**src/hw/rtl/assert_macros.svh**
```systemverilog
// assertion helpers used by the controller rtl
`ifndef ASSERT_MACROS_SVH
`define ASSERT_MACROS_SVH

// same-cycle implication, checked out of reset
`define ASSERT_IMPL(lbl, clk, rst_n, ante, cons, msg) \
  lbl: assert property (@(posedge clk) disable iff (!rst_n) (ante) |-> (cons)) else $error(msg);

// next-cycle implication, checked out of reset
`define ASSERT_NEXT(lbl, clk, rst_n, ante, cons, msg) \
  lbl: assert property (@(posedge clk) disable iff (!rst_n) (ante) |=> (cons)) else $error(msg);

`endif

```
**src/hw/rtl/tspc_pkg.sv**
```systemverilog
package tspc_pkg;

  // angle and speed scaling
  localparam int ANGLE_FRACTION_BITS = 4;
  localparam int WRAP_COUNT_BITS     = 8;
  localparam int SPEED_FRAC          = 4;

  // field and state widths
  localparam int HEAD_W     = 13;
  localparam int TGT_W      = 17;
  localparam int STEP_W     = 4;
  localparam int SPEED_W    = 12;
  localparam int PEAK_W     = 13;
  localparam int LIMIT_W    = 8;
  localparam int WHEEL_W    = 9;
  localparam int TURN_OUT_W = 21;
  localparam int CFG_IDX_W  = 1;

  // angle constants in fractional degree units
  localparam int DEG1   = 1 << ANGLE_FRACTION_BITS;
  localparam int DEG90  = 90 << ANGLE_FRACTION_BITS;
  localparam int DEG180 = 180 << ANGLE_FRACTION_BITS;
  localparam int DEG340 = 340 << ANGLE_FRACTION_BITS;
  localparam int DEG360 = 360 << ANGLE_FRACTION_BITS;

  // internal arithmetic width: wrap count times a full turn plus two headings, with margin
  localparam int DEG360_W = $clog2(DEG360 + 1) + 1;
  localparam int TURN_W   = WRAP_COUNT_BITS + DEG360_W + 2;
  localparam int CMP_W    = TURN_W + SPEED_FRAC + 4;

  // speed limits in whole rpm
  localparam int LIMIT_HI  = 200;
  localparam int LIMIT_MID = 50;
  localparam int LIMIT_LO  = 30;

  // register reset values
  localparam int STEP_RESET = 2;
  localparam int PEAK_RESET = -(1 << SPEED_FRAC);

  typedef enum logic {
    OP_START = 1'b0,
    OP_TICK  = 1'b1
  } op_t;

  typedef enum logic [CFG_IDX_W-1:0] {
    REG_TARGET_ANGLE = 1'b0,
    REG_RAMP_STEP    = 1'b1
  } cfg_idx_t;

  // controller state carried from item to item
  typedef struct packed {
    logic [HEAD_W-1:0]                 start_heading;
    logic [HEAD_W-1:0]                 prev_heading;
    logic signed [WRAP_COUNT_BITS-1:0] wrap_count;
    logic [SPEED_W-1:0]                speed;
    logic signed [PEAK_W-1:0]          peak_speed;
    logic [LIMIT_W-1:0]                speed_limit;
    logic                              high_gain;
    logic                              finished;
  } state_t;

  // one result item
  typedef struct packed {
    logic signed [TURN_OUT_W-1:0] turned_angle;
    logic                         turn_done;
    logic signed [WHEEL_W-1:0]    right_speed;
    logic signed [WHEEL_W-1:0]    left_speed;
  } result_t;

endpackage

```
**src/hw/rtl/tspc_core.sv**
```systemverilog
module tspc_core (
  input  tspc_pkg::op_t                      op,
  input  logic [tspc_pkg::HEAD_W-1:0]        heading,
  input  logic signed [tspc_pkg::TGT_W-1:0]  target_angle,
  input  logic [tspc_pkg::STEP_W-1:0]        ramp_step,
  input  tspc_pkg::state_t                   st,
  output tspc_pkg::state_t                   st_nxt,
  output tspc_pkg::result_t                  res
);

  localparam int CW = tspc_pkg::CMP_W;
  localparam int SF = tspc_pkg::SPEED_FRAC;
  localparam int AF = tspc_pkg::ANGLE_FRACTION_BITS;
  localparam int WB = tspc_pkg::WRAP_COUNT_BITS;

  localparam logic signed [CW-1:0] C_DEG1   = CW'(tspc_pkg::DEG1);
  localparam logic signed [CW-1:0] C_DEG90  = CW'(tspc_pkg::DEG90);
  localparam logic signed [CW-1:0] C_DEG180 = CW'(tspc_pkg::DEG180);
  localparam logic signed [CW-1:0] C_DEG340 = CW'(tspc_pkg::DEG340);
  localparam logic signed [CW-1:0] C_DEG360 = CW'(tspc_pkg::DEG360);
  localparam logic signed [WB-1:0] WRAP_MAX = {1'b0, {(WB-1){1'b1}}};
  localparam logic signed [WB-1:0] WRAP_MIN = {1'b1, {(WB-1){1'b0}}};

  logic signed [CW-1:0] tgt_x;
  logic signed [CW-1:0] tabs;
  logic signed [CW-1:0] diff;
  logic signed [WB-1:0] wrap;
  logic signed [CW-1:0] wrap_x;
  logic signed [CW-1:0] turned;
  logic signed [CW-1:0] tnabs;
  logic signed [CW-1:0] lim16;
  logic signed [CW-1:0] err;
  logic signed [CW-1:0] err_g;
  logic signed [CW-1:0] s;
  logic [tspc_pkg::SPEED_W-1:0] spd;
  logic [tspc_pkg::WHEEL_W-1:0] mag;

  always_comb begin
    // absolute target
    tgt_x = CW'(target_angle);
    tabs  = (tgt_x < 0) ? -tgt_x : tgt_x;

    st_nxt = st;
    res    = '0;
    wrap   = st.wrap_count;
    wrap_x = '0;
    turned = '0;
    tnabs  = '0;
    lim16  = '0;
    err    = '0;
    err_g  = '0;
    s      = '0;
    diff   = '0;
    spd    = '0;
    mag    = '0;

    if (op == tspc_pkg::OP_START) begin
      // capture heading and pick profile from target size
      st_nxt.start_heading = heading;
      st_nxt.prev_heading  = heading;
      st_nxt.wrap_count    = '0;
      st_nxt.speed         = '0;
      st_nxt.peak_speed    = tspc_pkg::PEAK_W'(tspc_pkg::PEAK_RESET);
      st_nxt.finished      = 1'b0;
      if (tabs >= C_DEG180) begin
        st_nxt.speed_limit = tspc_pkg::LIMIT_W'(tspc_pkg::LIMIT_HI);
        st_nxt.high_gain   = 1'b1;
      end else if (tabs >= C_DEG90) begin
        st_nxt.speed_limit = tspc_pkg::LIMIT_W'(tspc_pkg::LIMIT_MID);
        st_nxt.high_gain   = 1'b0;
      end else begin
        st_nxt.speed_limit = tspc_pkg::LIMIT_W'(tspc_pkg::LIMIT_LO);
        st_nxt.high_gain   = 1'b0;
      end
    end else begin
      // heading unwrap with saturating wrap count
      diff = CW'(heading) - CW'(st.prev_heading);
      if (diff < -C_DEG340) begin
        if (wrap != WRAP_MAX) wrap = wrap + WB'(1);
      end else if (diff > C_DEG340) begin
        if (wrap != WRAP_MIN) wrap = wrap - WB'(1);
      end
      st_nxt.wrap_count   = wrap;
      st_nxt.prev_heading = heading;

      wrap_x = CW'(wrap);
      turned = CW'(heading) + wrap_x * C_DEG360 - CW'(st.start_heading);
      tnabs  = (turned < 0) ? -turned : turned;
      lim16  = CW'(st.speed_limit) <<< SF;

      if (st.finished) begin
        st_nxt.speed = '0;
      end else begin
        if ((tnabs <<< 1) < tabs) begin
          // acceleration phase, peak follows the ramp
          s = CW'(st.speed) + (CW'(ramp_step) <<< SF);
          st_nxt.peak_speed = tspc_pkg::PEAK_W'(s);
        end else begin
          // proportional slowdown capped at the peak
          err = tabs - tnabs;
          if (err <= 0) begin
            s = '0;
          end else begin
            err_g = st.high_gain ? (err + (err <<< 1)) : (err <<< 1);
            s = (err_g <<< (SF - 1)) >>> AF;
          end
          if (s > CW'(st.peak_speed)) s = CW'(st.peak_speed);
        end
        if (s > lim16) s = lim16;
        else if (s < 0) s = '0;
        st_nxt.speed = tspc_pkg::SPEED_W'(s);
        if ((tnabs > tabs - C_DEG1) && (s == 0)) st_nxt.finished = 1'b1;
      end

      // wheel commands in whole rpm, opposite signs
      spd = st_nxt.speed;
      mag = tspc_pkg::WHEEL_W'(spd >> SF);
      if (target_angle < 0) begin
        res.left_speed  = -$signed(mag);
        res.right_speed = $signed(mag);
      end else begin
        res.left_speed  = $signed(mag);
        res.right_speed = -$signed(mag);
      end
      res.turn_done    = st_nxt.finished;
      res.turned_angle = turned[tspc_pkg::TURN_OUT_W-1:0];
    end
  end

endmodule

```
**src/hw/rtl/turn_speed_profile_controller.sv**
```systemverilog
// Point-turn speed profiler: a start transfer (tuser 0) latches the heading and picks
// the speed limit and gain from the target angle; each tick transfer (tuser 1) unwraps
// the heading and returns left/right wheel commands, the done flag and the angle turned.
// Every input transfer gives exactly one result transfer. An item passes an input
// register and the controller logic into the output register, and its result is offered
// once the output register has taken it. One item per cycle is sustained while the
// result side is ready, and the controller state is updated when an item moves from
// that logic into the output register. Configuration writes take effect on the next cycle;
// the user must make them while the block is idle, which the block itself does not enforce.
`include "assert_macros.svh"

module turn_speed_profile_controller (
  input  logic                              clk,
  input  logic                              rst_n,
  // configuration
  input  logic                              cfg_we,
  input  logic [tspc_pkg::CFG_IDX_W-1:0]    cfg_addr,
  input  logic [tspc_pkg::TGT_W-1:0]        cfg_wdata,
  // input stream
  input  logic                              in_tvalid,
  output logic                              in_tready,
  input  logic [15:0]                       in_tdata,   // heading[12:0], zero pad
  input  logic                              in_tuser,   // operation
  // result stream
  output logic                              out_tvalid,
  input  logic                              out_tready,
  output logic [39:0]                       out_tdata   // left_speed[8:0], right_speed[17:9],
                                                        // turn_done[18], turned_angle[39:19]
);

  logic signed [tspc_pkg::TGT_W-1:0]  target_r;
  logic [tspc_pkg::STEP_W-1:0]        step_r;
  tspc_pkg::state_t                   st_r;
  tspc_pkg::state_t                   st_nxt;
  logic                               s1_valid_r;
  tspc_pkg::op_t                      s1_op_r;
  logic [tspc_pkg::HEAD_W-1:0]        s1_head_r;
  logic                               out_valid_r;
  tspc_pkg::result_t                  out_res_r;
  tspc_pkg::result_t                  res;
  logic                               out_free;
  logic                               s1_adv;
  logic                               in_xfer;

  // handshake
  assign out_free  = !out_valid_r || out_tready;
  assign s1_adv    = s1_valid_r && out_free;
  assign in_tready = !s1_valid_r || out_free;
  assign in_xfer   = in_tvalid && in_tready;

  // configuration registers
  always_ff @(posedge clk) begin
    if (!rst_n) begin
      target_r <= '0;
      step_r   <= tspc_pkg::STEP_W'(tspc_pkg::STEP_RESET);
    end else if (cfg_we) begin
      unique case (tspc_pkg::cfg_idx_t'(cfg_addr))
        tspc_pkg::REG_TARGET_ANGLE: target_r <= $signed(cfg_wdata);
        tspc_pkg::REG_RAMP_STEP:    step_r   <= cfg_wdata[tspc_pkg::STEP_W-1:0];
        default: ;
      endcase
    end
  end

  // input register
  always_ff @(posedge clk) begin
    if (!rst_n) begin
      s1_valid_r <= 1'b0;
    end else if (in_tready) begin
      s1_valid_r <= in_tvalid;
    end
  end

  always_ff @(posedge clk) begin
    if (in_xfer) begin
      s1_op_r   <= tspc_pkg::op_t'(in_tuser);
      s1_head_r <= in_tdata[tspc_pkg::HEAD_W-1:0];
    end
  end

  tspc_core u_core (
    .op           (s1_op_r),
    .heading      (s1_head_r),
    .target_angle (target_r),
    .ramp_step    (step_r),
    .st           (st_r),
    .st_nxt       (st_nxt),
    .res          (res)
  );

  // controller state
  always_ff @(posedge clk) begin
    if (!rst_n) begin
      st_r.start_heading <= '0;
      st_r.prev_heading  <= '0;
      st_r.wrap_count    <= '0;
      st_r.speed         <= '0;
      st_r.peak_speed    <= tspc_pkg::PEAK_W'(tspc_pkg::PEAK_RESET);
      st_r.speed_limit   <= tspc_pkg::LIMIT_W'(tspc_pkg::LIMIT_LO);
      st_r.high_gain     <= 1'b0;
      st_r.finished      <= 1'b0;
    end else if (s1_adv) begin
      st_r <= st_nxt;
    end
  end

  // output register
  always_ff @(posedge clk) begin
    if (!rst_n) begin
      out_valid_r <= 1'b0;
    end else if (out_free) begin
      out_valid_r <= s1_valid_r;
    end
  end

  always_ff @(posedge clk) begin
    if (s1_adv) begin
      out_res_r <= res;
    end
  end

  assign out_tvalid = out_valid_r;
  assign out_tdata  = out_res_r;

  // a finished turn reports zero wheel speed
  `ASSERT_IMPL(a_done_zero, clk, rst_n,
    out_valid_r && out_res_r.turn_done,
    out_res_r.left_speed == '0, "done with nonzero speed")

  // wheels always turn in opposite directions
  `ASSERT_IMPL(a_opposite, clk, rst_n, out_valid_r,
    out_res_r.right_speed == -out_res_r.left_speed, "wheel speeds not opposite")

  // done stays set across ticks
  `ASSERT_NEXT(a_done_sticky, clk, rst_n,
    s1_adv && (s1_op_r == tspc_pkg::OP_TICK) && st_r.finished,
    st_r.finished, "done flag dropped on tick")

  // speed never exceeds the chosen limit
  `ASSERT_IMPL(a_speed_lim, clk, rst_n, 1'b1,
    st_r.speed <= (tspc_pkg::SPEED_W'(st_r.speed_limit) << tspc_pkg::SPEED_FRAC),
    "speed above limit")

endmodule

```
**config.mk**
```make
export PLATFORM = sky130hd
export DESIGN_NAME = turn_speed_profile_controller
export DESIGN_NICKNAME = d
export VERILOG_FILES = /design/src/hw/rtl/tspc_pkg.sv /design/src/hw/rtl/tspc_core.sv /design/src/hw/rtl/turn_speed_profile_controller.sv
export VERILOG_INCLUDE_DIRS = /design/src /design/src/hw/rtl
export SDC_FILE = /design/constraint.sdc
export NUM_CORES = 1
export LEC_CHECK = 0
export ABC_AREA = 0
export BUFFER_PORTS_ARGS = -buffer_cell sky130_fd_sc_hd__clkbuf_2
export CAP_MARGIN = 25
export CORE_ASPECT_RATIO = 1.25
export CORE_UTILIZATION = 58
export CTS_CLUSTER_SIZE = 20
export DETAILED_ROUTE_END_ITERATION = 12
export MAX_ROUTING_LAYER = met4
export PLACE_DENSITY = 0.79
export SYNTH_ARGS = -nofsm -noshare
export SYNTH_HDL_FRONTEND = slang
export SYNTH_SLANG_ARGS = --single-unit
export TNS_END_PERCENT = 50
```
**constraint.sdc**
```tcl
create_clock -name clk -period 19.8 [get_ports clk]
set_input_delay 4.95 -clock clk [delete_from_list [all_inputs] [get_ports clk]]
set_output_delay 4.95 -clock clk [all_outputs]
set_load 0.005 [all_outputs]
```
==> impl_metrics.sql, run 1 <==
INSERT INTO impl_metrics (metric_group, metric, value, unit) VALUES
('logic_synthesis', 'post-synth-top-area-fraction', '0.161', ''),
('logic_synthesis', 'synth_enable_flop_cells', '53', ''),
('global_routing', 'grt_pass1_wl', '87.0', 'mm'),
('route', 'firstDrtPassIters', '6', ''),
('place', 'hpwlAfterDp', '42.9', 'mm'),
('timing', 'clock_skew', '0.0162', 'ns'),
('floorplanning', 'initial_utilization', '0.594', ''),
('cts', 'cts_sinks', '141', ''),
('logic_synthesis', 'post_synth_main_area_contributors', 'sky130_fd_sc_hd__ha_1 16%, sky130_fd_sc_hd__dfxtp_1 9.8%, sky130_fd_sc_hd__edfxtp_1 8.8%', ''),
('worst_setup_path', 'endpoint_kind', 'flop', ''),
('cts', 'clock_tree_from_tritoncts', 'built', ''),
('logic_synthesis', 'number_of_distinct_standard_cells_referenced_by_the_synthesized_netlist', '100', ''),
('final_layout', 'drive_above_1_share', '0.240', ''),
('logic_synthesis', 'synth.yosys.warnings', '0', ''),
('cts', 'clkTransAtPathRegs', '0.06', 'ns'),
('final_layout', 'area_used_by_multi_input_combinational_logic', '0.0144', 'mm²'),
('route', 'routedWlPerCell', '18.1', 'µm'),
('worst_setup_path', 'crit_path_top_delay_cell', 'sky130_fd_sc_hd__or4_4', ''),
('floorplanning', 'die_y_extent', '199', 'µm'),
('status', 'run_status', 'complete, no violations', ''),
('timing', 'timing.hold.ws', '0.464', 'ns'),
('final_layout', 'n_antenna_cell', '0', ''),
('logic_synthesis', 'synth.cell_area', '0.0180', 'mm²'),
('timing', 'finalCriticalPeriod', '19.32', 'ns'),
('worst_setup_path', 'cp.required', '20.08', 'ns'),
('cts', 'cts_made_buffers', '17', ''),
('place', 'port_buffers', '78', ''),
('logic_synthesis', 'synth_flop_cell', 'sky130_fd_sc_hd__dfxtp_1', ''),
('place', 'finalWeightedCongestion', '0.995', ''),
('floorplanning', 'floorplan.die_area', '0.0318', 'mm²'),
('floorplanning', 'io-pin-count', '82', ''),
('worst_setup_path', 'worst-path-max-fanout', '6', ''),
('final_layout', 'fin_util', '0.757', ''),
('timing', 'worstMarginPinSlew', '1.12', 'ns'),
('final_layout', 'n_fill_cell', '2163', ''),
('cts', 'clock_path_buffers', '2', ''),
('floorplanning', 'num_rows', '71', ''),
('global_routing', 'grt_antenna_before_repair', '0', ''),
('cts', 'cts.root.buffer_cell', 'sky130_fd_sc_hd__clkbuf_16', ''),
('final_layout', 'sequential_cell_area', '0.00335', 'mm²'),
('cts', 'worstSkewPairLatency', '0.45', 'ns'),
('route', 'detail_route.iter0.violations', '1479', ''),
('logic_synthesis', 'synth_largest_area_cell', 'sky130_fd_sc_hd__ha_1', ''),
('route', 'postRouteAntennaNets', '0', ''),
('flow_run', 'maxCapViolCount', '0', ''),
('timing', 'timing.final.setup_violations', '0', ''),
('worst_setup_path', 'timing.setup.critical_path_class', 'reg -> reg', ''),
('floorplanning', 'coreArea', '0.0303', 'mm²'),
('logic_synthesis', 'asyncSetResetFlopFracSynth', '0', ''),
('timing', 'final-max-slew-violation-count', '0', ''),
('logic_synthesis', 'syn_area_per_cell', '7.66', 'µm²'),
('timing', 'maxClockFrequency', '51.8', 'MHz'),
('route', 'drc_violations_left', '0', ''),
('cts', 'htree_levels', '4', ''),
('timing', 'report.final.hold_viol_count', '0', ''),
('route', 'vias', '19300', ''),
('final_layout', 'syn2layout_area_growth', '27.4', '%'),
('timing', 'period_share', '0.976', ''),
('worst_setup_path', 'setup.worst_path.start_class', 'flop', ''),
('worst_setup_path', 'critical-path-max-stage-delay', '0.61', 'ns'),
('global_routing', 'gr-usage-all-layers', '0.347', ''),
('global_routing', 'largest_net_degree_at_the_start_of_global_routing', '89', ''),
('final_layout', 'nets', '3052', ''),
('worst_setup_path', 'critPathMostFrequentCell', 'sky130_fd_sc_hd__a21oi_2', ''),
('floorplanning', 'chipWidth', '160', 'µm'),
('global_routing', 'grt-ovfl-total', '0', ''),
('worst_hold_path', 'worstHoldPathType', 'reg -> reg', ''),
('route', 'drt_wl_total', '57.3', 'mm'),
('route', 'drt-vias-per-instance', '6.08', ''),
('worst_setup_path', 'worstPathArrival', '19.60', 'ns'),
('logic_synthesis', 'synth.ff_latch_count', '141', ''),
('global_routing', 'first_global_vias', '18400', ''),
('logic_synthesis', 'post_synth_inst_count', '2349', ''),
('logic_synthesis', 'synth-seq-area-share', '0.186', ''),
('timing', 'max-slew-margin-rel', '0.253', '');
[critical path, delay by kind of cell (launching register included)]
kind	cells	cell delay (ns)
adders and majority gates	12	3.09
xor gates and xnor gates	2	0.34
and+or+nand+nor	25	3.94
buffers and inverters	20	2.13
muxes	3	0.62
DFF	1	0.40
AOI/OAI and AO/OA	45	8.60
[synthesized netlist by cell type (53+ instances only)]
master / count
sky130_fd_sc_hd__dfxtp_1: 88
sky130_fd_sc_hd__a21oi_1: 171
sky130_fd_sc_hd__ha_1: 232
sky130_fd_sc_hd__inv_1: 223
sky130_fd_sc_hd__edfxtp_1: 53
sky130_fd_sc_hd__xnor2_1: 102
sky130_fd_sc_hd__nor2_1: 166
sky130_fd_sc_hd__clkbuf_1: 63
sky130_fd_sc_hd__a21o_1: 58
sky130_fd_sc_hd__nand2_1: 246
sky130_fd_sc_hd__o21ai_0: 87
sky130_fd_sc_hd__nand3_1: 63
[state kept, by name, indices dropped and copies added (netlist names)]
name / cells
out_tvalid: 1
out_tdata: 39
s1_valid_r: 1
s1_op_r: 1
st_r: 65
target_r: 17
step_r: 4
s1_head_r: 13
[cells in the final DEF (no fill, tap or decap), types with 25 or more instances in the layout]
cell / n
sky130_fd_sc_hd__clkbuf_2: 78
sky130_fd_sc_hd__nand3_1: 61
sky130_fd_sc_hd__xnor2_1: 101
sky130_fd_sc_hd__dfxtp_1: 88
sky130_fd_sc_hd__and2_1: 31
sky130_fd_sc_hd__a21oi_1: 145
sky130_fd_sc_hd__buf_4: 359
sky130_fd_sc_hd__edfxtp_1: 53
sky130_fd_sc_hd__a21o_1: 58
sky130_fd_sc_hd__or3_1: 25
sky130_fd_sc_hd__nand2b_1: 33
sky130_fd_sc_hd__xor2_1: 45
sky130_fd_sc_hd__inv_1: 211
sky130_fd_sc_hd__nand2_1: 238
sky130_fd_sc_hd__and3_1: 33
sky130_fd_sc_hd__ha_1: 208
sky130_fd_sc_hd__nor2b_1: 51
sky130_fd_sc_hd__a21oi_2: 26
sky130_fd_sc_hd__nor3_1: 48
sky130_fd_sc_hd__o21ai_0: 75
sky130_fd_sc_hd__a21boi_0: 50
sky130_fd_sc_hd__nor2_1: 158
sky130_fd_sc_hd__nand4_1: 33
[metrics by stage]
step	TNS (ns)	worst slack, ns	cell area, µm²	cells
after floorplan	0	0.0419	18100	2371
after global placement	-2.63	-0.334	21200	3111
after detailed placement	-8.25	-0.606	21200	3111
after CTS	0	0.00114	21900	3142
after global routing	-2.63	-0.352	22900	3169
final	0	0.476	22900	3169
[cells by family after synthesis]
| group | Yosys count | share of synthesized area |
|---|---|---|
| compound gates | 654 | 0.248 |
| xor+xnor | 150 | 0.0730 |
| fa+ha+maj | 260 | 0.190 |
| buf+inv | 305 | 0.0653 |
| flops | 141 | 0.186 |
| mux | 30 | 0.0177 |
| other cells | 2 | 0.000417 |
| simple gates | 807 | 0.220 |
[worst paths after layout]
check / from / end / slack [ns] / depth (start not counted)
max: s1_head_r[0] / out_tdata[13] / 0.48 / 107
max reg2reg: s1_head_r[0] / out_tdata[13] / 0.48 / 107
min: st_r[47] / st_r[47] / 0.46 / 2
min reg2reg: st_r[47] / st_r[47] / 0.46 / 2
[what timing repair did]
item / 4_1_cts / 5_1_grt
gates resized for setup: 18 / 158
pin swaps: 4 / 108
buffers inserted: 0 / 26
hold buffers: 0 / 0
gates cloned: 0 / 1
endpoints found under the setup margin: 30 / 31
[area by class of cell]
| type | count | share of cell area |
|---|---|---|
| well taps | 401 | 0.0219 |
| inverters | 227 | 0.0372 |
| clock inverters | 14 | 0.00846 |
| flip-flops and latches | 141 | 0.146 |
| repair buffers | 444 | 0.139 |
| clock buffers | 17 | 0.0186 |
| multi-input cells | 1925 | 0.629 |
[metal layers]
metal,global-route usage,routed length [µm]
met1,0.359,21800
met2,0.625,29200
met3,0.0427,2720
met4,0.220,3590
met5,-,0
Power of run 1 is left out: the tool's default activity adds up to more than one toggle a clock period on the data nets, which glitch-free logic cannot reach.
==> inputs of run 2 (changes only) <==
--- a/config.mk
+++ b/config.mk
@@ -10,12 +10,13 @@
 export BUFFER_PORTS_ARGS = -buffer_cell sky130_fd_sc_hd__clkbuf_2
 export CAP_MARGIN = 25
 export CORE_ASPECT_RATIO = 1.25
-export CORE_UTILIZATION = 58
+export CORE_UTILIZATION = 59
 export CTS_CLUSTER_SIZE = 20
 export DETAILED_ROUTE_END_ITERATION = 12
 export MAX_ROUTING_LAYER = met4
-export PLACE_DENSITY = 0.79
+export PLACE_DENSITY = 0.77
 export SYNTH_ARGS = -nofsm -noshare
 export SYNTH_HDL_FRONTEND = slang
+export SYNTH_HIERARCHICAL = 1
 export SYNTH_SLANG_ARGS = --single-unit
 export TNS_END_PERCENT = 50
==> run 2 against run 1 <==
Compared with the run above:
- clock skew decreased by 0.00087 ns
- register-to-register slack better by 0.53 ns
- worst hold slack got worse by 0.0049 ns
- critical endpoint is now out_tdata[4]
==> impl_metrics.sql, run 2 <==
INSERT INTO impl_metrics (metric_group, metric, value, unit) VALUES
('status', 'run_status', 'complete, no violations', ''),
('worst_setup_path', 'r2r_slack', '1.01', 'ns'),
('route', 'routedWlPerCell', '18.5', 'µm'),
('place', 'pre_cts_slack', '0.560', 'ns'),
('global_routing', 'grt_pass1_wl', '89.2', 'mm'),
('floorplanning', 'die_y_extent', '206', 'µm'),
('cts', 'cts_sinks', '146', ''),
('cts', 'clock_path_buffers', '2', ''),
('worst_setup_path', 'worstReg2RegStart', 's1_head_r[0]', ''),
('timing', 'worstMarginPinSlew', '1.03', 'ns'),
('logic_synthesis', 'synth-seq-area-share', '0.176', ''),
('floorplanning', 'coreArea', '0.0327', 'mm²'),
('final_layout', 'layout_commonest_cell', 'sky130_fd_sc_hd__nand2_1', ''),
('logic_synthesis', 'post_synth_main_area_contributors', 'sky130_fd_sc_hd__ha_1 14%, sky130_fd_sc_hd__dfxtp_1 9.4%, sky130_fd_sc_hd__edfxtp_1 8.3%', ''),
('final_layout', 'largest_register_ff_count', '69', ''),
('final_layout', 'drive_above_1_share', '0.113', ''),
('floorplanning', 'chipWidth', '165', 'µm'),
('route', 'drc_violations_left', '0', ''),
('worst_setup_path', 'worst-path-max-fanout', '8', ''),
('route', 'drt_wl_total', '57.2', 'mm'),
('logic_synthesis', 'number_of_distinct_standard_cells_referenced_by_the_synthesized_netlist', '112', ''),
('logic_synthesis', 'synth_enable_flop_cells', '54', ''),
('logic_synthesis', 'yosys-top-cells-count', '326 x sky130_fd_sc_hd__nand2_1, 233 x sky130_fd_sc_hd__inv_1, 223 x sky130_fd_sc_hd__ha_1', ''),
('place', 'port_buffers', '78', ''),
('worst_hold_path', 'whs_endpoint', 'st_r[50]', ''),
('worst_setup_path', 'critPathMostFrequentCell', 'sky130_fd_sc_hd__ha_1', ''),
('logic_synthesis', 'synth_flop_cell', 'sky130_fd_sc_hd__dfxtp_1', ''),
('cts', 'post_cts_hold_buffer_count', '0', ''),
('route', 'drt-vias-per-instance', '6.19', ''),
('final_layout', 'stdcell_area', '0.0215', 'mm²'),
('final_layout', 'n_fill_cell', '2854', ''),
('worst_setup_path', 'timing.setup.critical_path_class', 'reg -> reg', ''),
('place', 'placed_cell_area', '0.0206', 'mm²'),
('cts', 'worstSkewPairLatency', '0.44', 'ns'),
('final_layout', 'sequential_cell_area', '0.00346', 'mm²'),
('worst_setup_path', 'cp.required', '19.97', 'ns'),
('worst_setup_path', 'crit_path_top_delay_cell', 'sky130_fd_sc_hd__fa_1', ''),
('timing', 'period_share', '0.949', ''),
('logic_synthesis', 'synth_largest_area_cell', 'sky130_fd_sc_hd__ha_1', ''),
('timing', 'max-slew-margin-rel', '0.315', ''),
('global_routing', 'grt_antenna_before_repair', '0', ''),
('timing', 'maxClockFrequency', '53.2', 'MHz'),
('floorplanning', 'io-pin-count', '82', ''),
('logic_synthesis', 'synth.yosys.warnings', '6', ''),
('global_routing', 'largest_net_degree_at_the_start_of_global_routing', '83', ''),
('worst_setup_path', 'worstPathArrival', '18.96', 'ns'),
('logic_synthesis', 'synth.cell_area', '0.0196', 'mm²'),
('logic_synthesis', 'post-synth-top-count-cell', 'sky130_fd_sc_hd__nand2_1', ''),
('route', 'firstDrtPassIters', '6', ''),
('worst_setup_path', 'worstRegToRegCells', '84', ''),
('worst_setup_path', 'critical-path-max-stage-delay', '0.61', 'ns'),
('timing', 'final-max-slew-violation-count', '0', ''),
('timing', 'timing.hold.ws', '0.460', 'ns'),
('final_layout', 'largest_register', 'st_r', ''),
('cts', 'cts.root.buffer_cell', 'sky130_fd_sc_hd__clkbuf_16', ''),
('place', 'finalWeightedCongestion', '0.990', ''),
('final_layout', 'nets', '2941', ''),
('worst_hold_path', 'worstHoldPathType', 'reg -> reg', ''),
('floorplanning', 'initial_utilization', '0.601', ''),
('cts', 'clkTransAtPathRegs', '0.07', 'ns'),
('cts', 'clock_tree_from_tritoncts', 'built', ''),
('flow_run', 'maxCapViolCount', '0', ''),
('cts', 'htree_levels', '4', ''),
('global_routing', 'gr-usage-all-layers', '0.340', ''),
('route', 'postRouteAntennaNets', '0', ''),
('final_layout', 'area_used_by_multi_input_combinational_logic', '0.0150', 'mm²'),
('worst_setup_path', 'setup.worst_path.start_class', 'flop', ''),
('floorplanning', 'floorplan.die_area', '0.0340', 'mm²'),
('timing', 'fin_ws', '1.01', 'ns'),
('global_routing', 'first_global_vias', '18100', ''),
('logic_synthesis', 'asyncSetResetFlopFracSynth', '0', ''),
('timing', 'timing.final.setup_violations', '0', ''),
('final_layout', 'n_antenna_cell', '0', ''),
('worst_setup_path', 'endpoint_kind', 'flop', ''),
('global_routing', 'grt-ovfl-total', '0', ''),
('route', 'vias', '19100', ''),
('cts', 'cts_made_buffers', '17', ''),
('worst_hold_path', 'min_from', 'st_r[50]', ''),
('route', 'detail_route.iter0.violations', '1444', ''),
('final_layout', 'final_cell_mix', '326 x sky130_fd_sc_hd__nand2_1, 233 x sky130_fd_sc_hd__inv_1, 220 x sky130_fd_sc_hd__ha_1', ''),
('logic_synthesis', 'syn_area_per_cell', '7.63', 'µm²'),
('worst_setup_path', 'r2r_end', 'out_tdata[4]', ''),
('floorplanning', 'num_rows', '74', ''),
('final_layout', 'syn2layout_area_growth', '9.36', '%'),
('timing', 'finalCriticalPeriod', '18.79', 'ns'),
('timing', 'tns', '0', 'ns'),
('logic_synthesis', 'post_synth_inst_count', '2574', ''),
('timing', 'report.final.hold_viol_count', '0', ''),
('logic_synthesis', 'synth.ff_latch_count', '146', ''),
('logic_synthesis', 'post-synth-top-area-fraction', '0.142', ''),
('worst_hold_path', 'hold_path_depth', '2', ''),
('timing', 'clock_skew', '0.0153', 'ns'),
('place', 'hpwlAfterDp', '44.9', 'mm');
run 2: layer usage:
layer,global-route usage,up-vias,share of wire
li1,-,9327,-
met4,0.173,0,0.052
met1,0.358,9002,0.39
met5,-,-,0
met2,0.623,581,0.52
met3,0.0325,173,0.037
run 2: layout make-up:
| class | instances | area share |
|---|---|---|
| repair buffers | 150 | 0.0446 |
| clock buffers | 21 | 0.0225 |
| clock inverters | 11 | 0.00653 |
| well taps | 418 | 0.0244 |
| inverters | 237 | 0.0414 |
| flip-flops and latches | 146 | 0.161 |
| multi-input cells | 2102 | 0.699 |
run 2: repair_timing:
action	4_1_cts	5_1_grt
gates resized for setup	0	50
setup endpoints to repair	0	32
buffers inserted	0	2
hold endpoints to repair	0	0
run 2: cells by family after synthesis:
logic type      Yosys count  share of synthesized area
simple gates            907                      0.223
xor+xnor                143                     0.0649
mux                      88                     0.0461
compound gates          692                      0.246
fa+ha+maj               250                      0.168
other cells               2                   0.000382
buf+inv                 346                     0.0751
flops                   146                      0.176
run 2: critical path: cells and delay by family, from the launching register on:
kind,cells,cell delay [ns]
AO/OA/AOI/OAI,33,6.94
adder cells (fa/ha/maj),14,4.88
AND/OR/NAND/NOR,25,4.43
XOR/XNOR,4,0.85
buffers and inverters,7,0.83
flip-flops,1,0.40
multiplexers,1,0.17
run 2: worst max path at each step:
stage | from | to | depth (start not counted)
CTS | s1_head_r[0] | out_tdata[4] | 88
global placement | s1_head_r[0] | out_tdata[4] | 91
floorplan | s1_head_r[0] | out_tdata[4] | 92
detailed placement | s1_head_r[0] | out_tdata[4] | 87
finish | s1_head_r[0] | out_tdata[4] | 84
global route | s1_head_r[0] | out_tdata[6] | 86
run 2: per-stage QoR:
| stage | util | instances |
|---|---|---|
| floorplan | - | 2594 |
| global placement | 0.629 | 3049 |
| detailed placement | 0.629 | 3049 |
| CTS | 0.648 | 3081 |
| global route | 0.657 | 3085 |
| finish | 0.657 | 3085 |
Power of run 2 is left out for the same reason.
==> inputs of run 3 (changes only) <==
--- a/config.mk
+++ b/config.mk
@@ -10,13 +10,13 @@
 export BUFFER_PORTS_ARGS = -buffer_cell sky130_fd_sc_hd__clkbuf_2
 export CAP_MARGIN = 25
 export CORE_ASPECT_RATIO = 1.25
-export CORE_UTILIZATION = 59
+export CORE_UTILIZATION = 58
 export CTS_CLUSTER_SIZE = 20
 export DETAILED_ROUTE_END_ITERATION = 12
+export HOLD_SLACK_MARGIN = 0.08
 export MAX_ROUTING_LAYER = met4
-export PLACE_DENSITY = 0.77
+export PLACE_DENSITY = 0.76
 export SYNTH_ARGS = -nofsm -noshare
 export SYNTH_HDL_FRONTEND = slang
-export SYNTH_HIERARCHICAL = 1
 export SYNTH_SLANG_ARGS = --single-unit
 export TNS_END_PERCENT = 50
==> run 3 against run 2 <==
Compared with the run above:
- critical path depth increased by 23
- sequential share of layout area shrank 1.5 points
- design area grew 6.7%
- first-iteration DRC count down 14%
- clock-buffer cell count decreased by 2
- maximum frequency shrank 2.5%
- via count fell by 0.92%
- sequential cell count decreased by 5
- critical path type unchanged
- critical endpoint is now out_tdata[4]
==> impl_metrics.sql, run 3 (synthesis gave the netlist of run 1 again) <==
INSERT INTO impl_metrics (metric_group, metric, value, unit) VALUES
('cts', 'clock_path_buffers', '2', ''),
('route', 'postRouteAntennaNets', '0', ''),
('global_routing', 'grt-ovfl-total', '0', ''),
('timing', 'maxClockFrequency', '51.9', 'MHz'),
('global_routing', 'gr-usage-all-layers', '0.345', ''),
('final_layout', 'drive_above_1_share', '0.237', ''),
('floorplanning', 'floorplan.die_area', '0.0318', 'mm²'),
('place', 'finalWeightedCongestion', '0.958', ''),
('status', 'run_status', 'complete, no violations', ''),
('cts', 'post_cts_hold_buffer_count', '0', ''),
('worst_setup_path', 'crit_path_top_delay_cell', 'sky130_fd_sc_hd__or4_4', ''),
('worst_setup_path', 'cp.required', '20.09', 'ns'),
('floorplanning', 'chipWidth', '160', 'µm'),
('floorplanning', 'initial_utilization', '0.594', ''),
('final_layout', 'sequential_cell_area', '0.00335', 'mm²'),
('floorplanning', 'io-pin-count', '82', ''),
('worst_hold_path', 'worstHoldPathType', 'reg -> reg', ''),
('route', 'vias', '18900', ''),
('worst_hold_path', 'hold_path_depth', '2', ''),
('final_layout', 'nets', '3036', ''),
('worst_setup_path', 'worstReg2RegStart', 's1_head_r[0]', ''),
('global_routing', 'grt_antenna_before_repair', '0', ''),
('cts', 'htree_levels', '4', ''),
('floorplanning', 'die_y_extent', '199', 'µm'),
('global_routing', 'largest_net_degree_at_the_start_of_global_routing', '89', ''),
('route', 'firstDrtPassIters', '6', ''),
('global_routing', 'first_global_vias', '18100', ''),
('cts', 'cts_made_buffers', '17', ''),
('place', 'port_buffers', '78', ''),
('place', 'hpwlAfterDp', '42.4', 'mm'),
('worst_setup_path', 'worstPathArrival', '19.57', 'ns'),
('final_layout', 'largest_register_ff_count', '65', ''),
('worst_setup_path', 'endpoint_kind', 'flop', ''),
('floorplanning', 'num_rows', '71', ''),
('final_layout', 'syn2layout_area_growth', '27.3', '%'),
('timing', 'timing.final.setup_violations', '0', ''),
('worst_setup_path', 'setup.worst_path.start', 's1_head_r[0]', ''),
('final_layout', 'n_fill_cell', '2225', ''),
('cts', 'worstSkewPairLatency', '0.46', 'ns'),
('worst_setup_path', 'worst-path-max-fanout', '7', ''),
('timing', 'timing.hold.ws', '0.466', 'ns'),
('final_layout', 'largest_register', 'st_r', ''),
('worst_setup_path', 'critical-path-max-stage-delay', '0.60', 'ns'),
('cts', 'cts.root.buffer_cell', 'sky130_fd_sc_hd__clkbuf_16', ''),
('worst_setup_path', 'setup.worst_path.start_class', 'flop', ''),
('global_routing', 'grt_pass1_wl', '86.5', 'mm'),
('timing', 'worstMarginPinSlew', '1.19', 'ns'),
('route', 'drt_wl_total', '55.5', 'mm'),
('route', 'detail_route.iter0.violations', '1242', ''),
('timing', 'finalCriticalPeriod', '19.28', 'ns'),
('cts', 'cts_sinks', '141', ''),
('cts', 'clock_tree_from_tritoncts', 'built', ''),
('worst_setup_path', 'worstRegToRegCells', '107', ''),
('floorplanning', 'coreArea', '0.0303', 'mm²'),
('final_layout', 'n_antenna_cell', '0', ''),
('timing', 'report.final.hold_viol_count', '0', ''),
('place', 'placed_cell_area', '0.0211', 'mm²'),
('route', 'drc_violations_left', '0', ''),
('timing', 'final-max-slew-violation-count', '0', ''),
('timing', 'clock_skew', '0.0190', 'ns'),
('worst_setup_path', 'timing.setup.critical_path_class', 'reg -> reg', ''),
('timing', 'period_share', '0.974', ''),
('worst_hold_path', 'min_from', 'st_r[48]', ''),
('final_layout', 'stdcell_area', '0.0229', 'mm²'),
('route', 'drt-vias-per-instance', '5.99', ''),
('final_layout', 'area_used_by_multi_input_combinational_logic', '0.0145', 'mm²'),
('flow_run', 'maxCapViolCount', '0', ''),
('cts', 'clkTransAtPathRegs', '0.06', 'ns'),
('timing', 'max-slew-margin-rel', '0.203', ''),
('worst_setup_path', 'critPathMostFrequentCell', 'sky130_fd_sc_hd__ha_4', ''),
('final_layout', 'final_cell_mix', '340 x sky130_fd_sc_hd__buf_4, 237 x sky130_fd_sc_hd__nand2_1, 212 x sky130_fd_sc_hd__inv_1', ''),
('route', 'routedWlPerCell', '17.6', 'µm'),
('final_layout', 'layout_commonest_cell', 'sky130_fd_sc_hd__buf_4', '');
## run 3: cell count changes in the layout (fill, tap and decap cells not counted), moves of 16 or more
| cell | previous run | this run |
|---|---|---|
| sky130_fd_sc_hd__a21boi_0 | 17 | 49 |
| sky130_fd_sc_hd__nand2_1 | 326 | 237 |
| sky130_fd_sc_hd__inv_1 | 233 | 212 |
| sky130_fd_sc_hd__nor2_1 | 178 | 161 |
| sky130_fd_sc_hd__ha_4 | 1 | 21 |
| sky130_fd_sc_hd__mux2_2 | 17 | 1 |
| sky130_fd_sc_hd__mux2i_1 | 70 | 23 |
| sky130_fd_sc_hd__buf_4 | 70 | 340 |
| sky130_fd_sc_hd__o21ai_0 | 103 | 75 |
## run 3: layout make-up
cell class	count	area share
Multi-Input combinational cell	1925	0.634
Sequential cell	141	0.146
Timing Repair Buffer	428	0.133
Inverter	227	0.0372
Tap cell	401	0.0219
Clock buffer	19	0.0193
Clock inverter	13	0.00814
## run 3: worst max-delay path: cells and delay by family (launching register included)
family / cells / cell delay, ns
and+or+nand+nor: 24 / 3.48
buffers and inverters: 20 / 2.28
AOI/OAI and AO/OA: 44 / 8.21
DFF: 1 / 0.41
xor gates and xnor gates: 3 / 0.56
adders and majority gates: 13 / 3.46
muxes: 3 / 0.71
## run 3: timing repair
item / CTS / global route
pin swaps: 6 / 117
endpoints found under the setup margin: 26 / 31
gates cloned: 0 / 0
gates resized for setup: 21 / 176
setup buffers: 3 / 29
## run 3: layer usage
metal	routed length (µm)	global-route usage
met1	21400	0.366
met2	28900	0.628
met3	2350	0.0442
met4	2900	0.180
met5	0	-
## run 3: worst paths after layout
check	endpoint	slack (ns)
setup / recovery	out_tdata[4]	0.52
hold / removal	st_r[48]	0.47
setup reg to reg	out_tdata[4]	0.52
hold reg to reg	st_r[48]	0.47
## run 3: through the flow
| stage | utilization | setup TNS, ns | cells | setup slack [ns] |
|---|---|---|---|---|
| CTS | 0.720 | 0 | 3126 | 0.0259 |
| finish | 0.756 | 0 | 3154 | 0.523 |
| floorplan | - | 0 | 2371 | 0.0419 |
| global route | 0.756 | -0.847 | 3154 | -0.229 |
| global placement | 0.696 | -0.808 | 3091 | -0.200 |
| detailed placement | 0.696 | -5.51 | 3091 | -0.559 |
Power of run 3 is left out for the same reason.
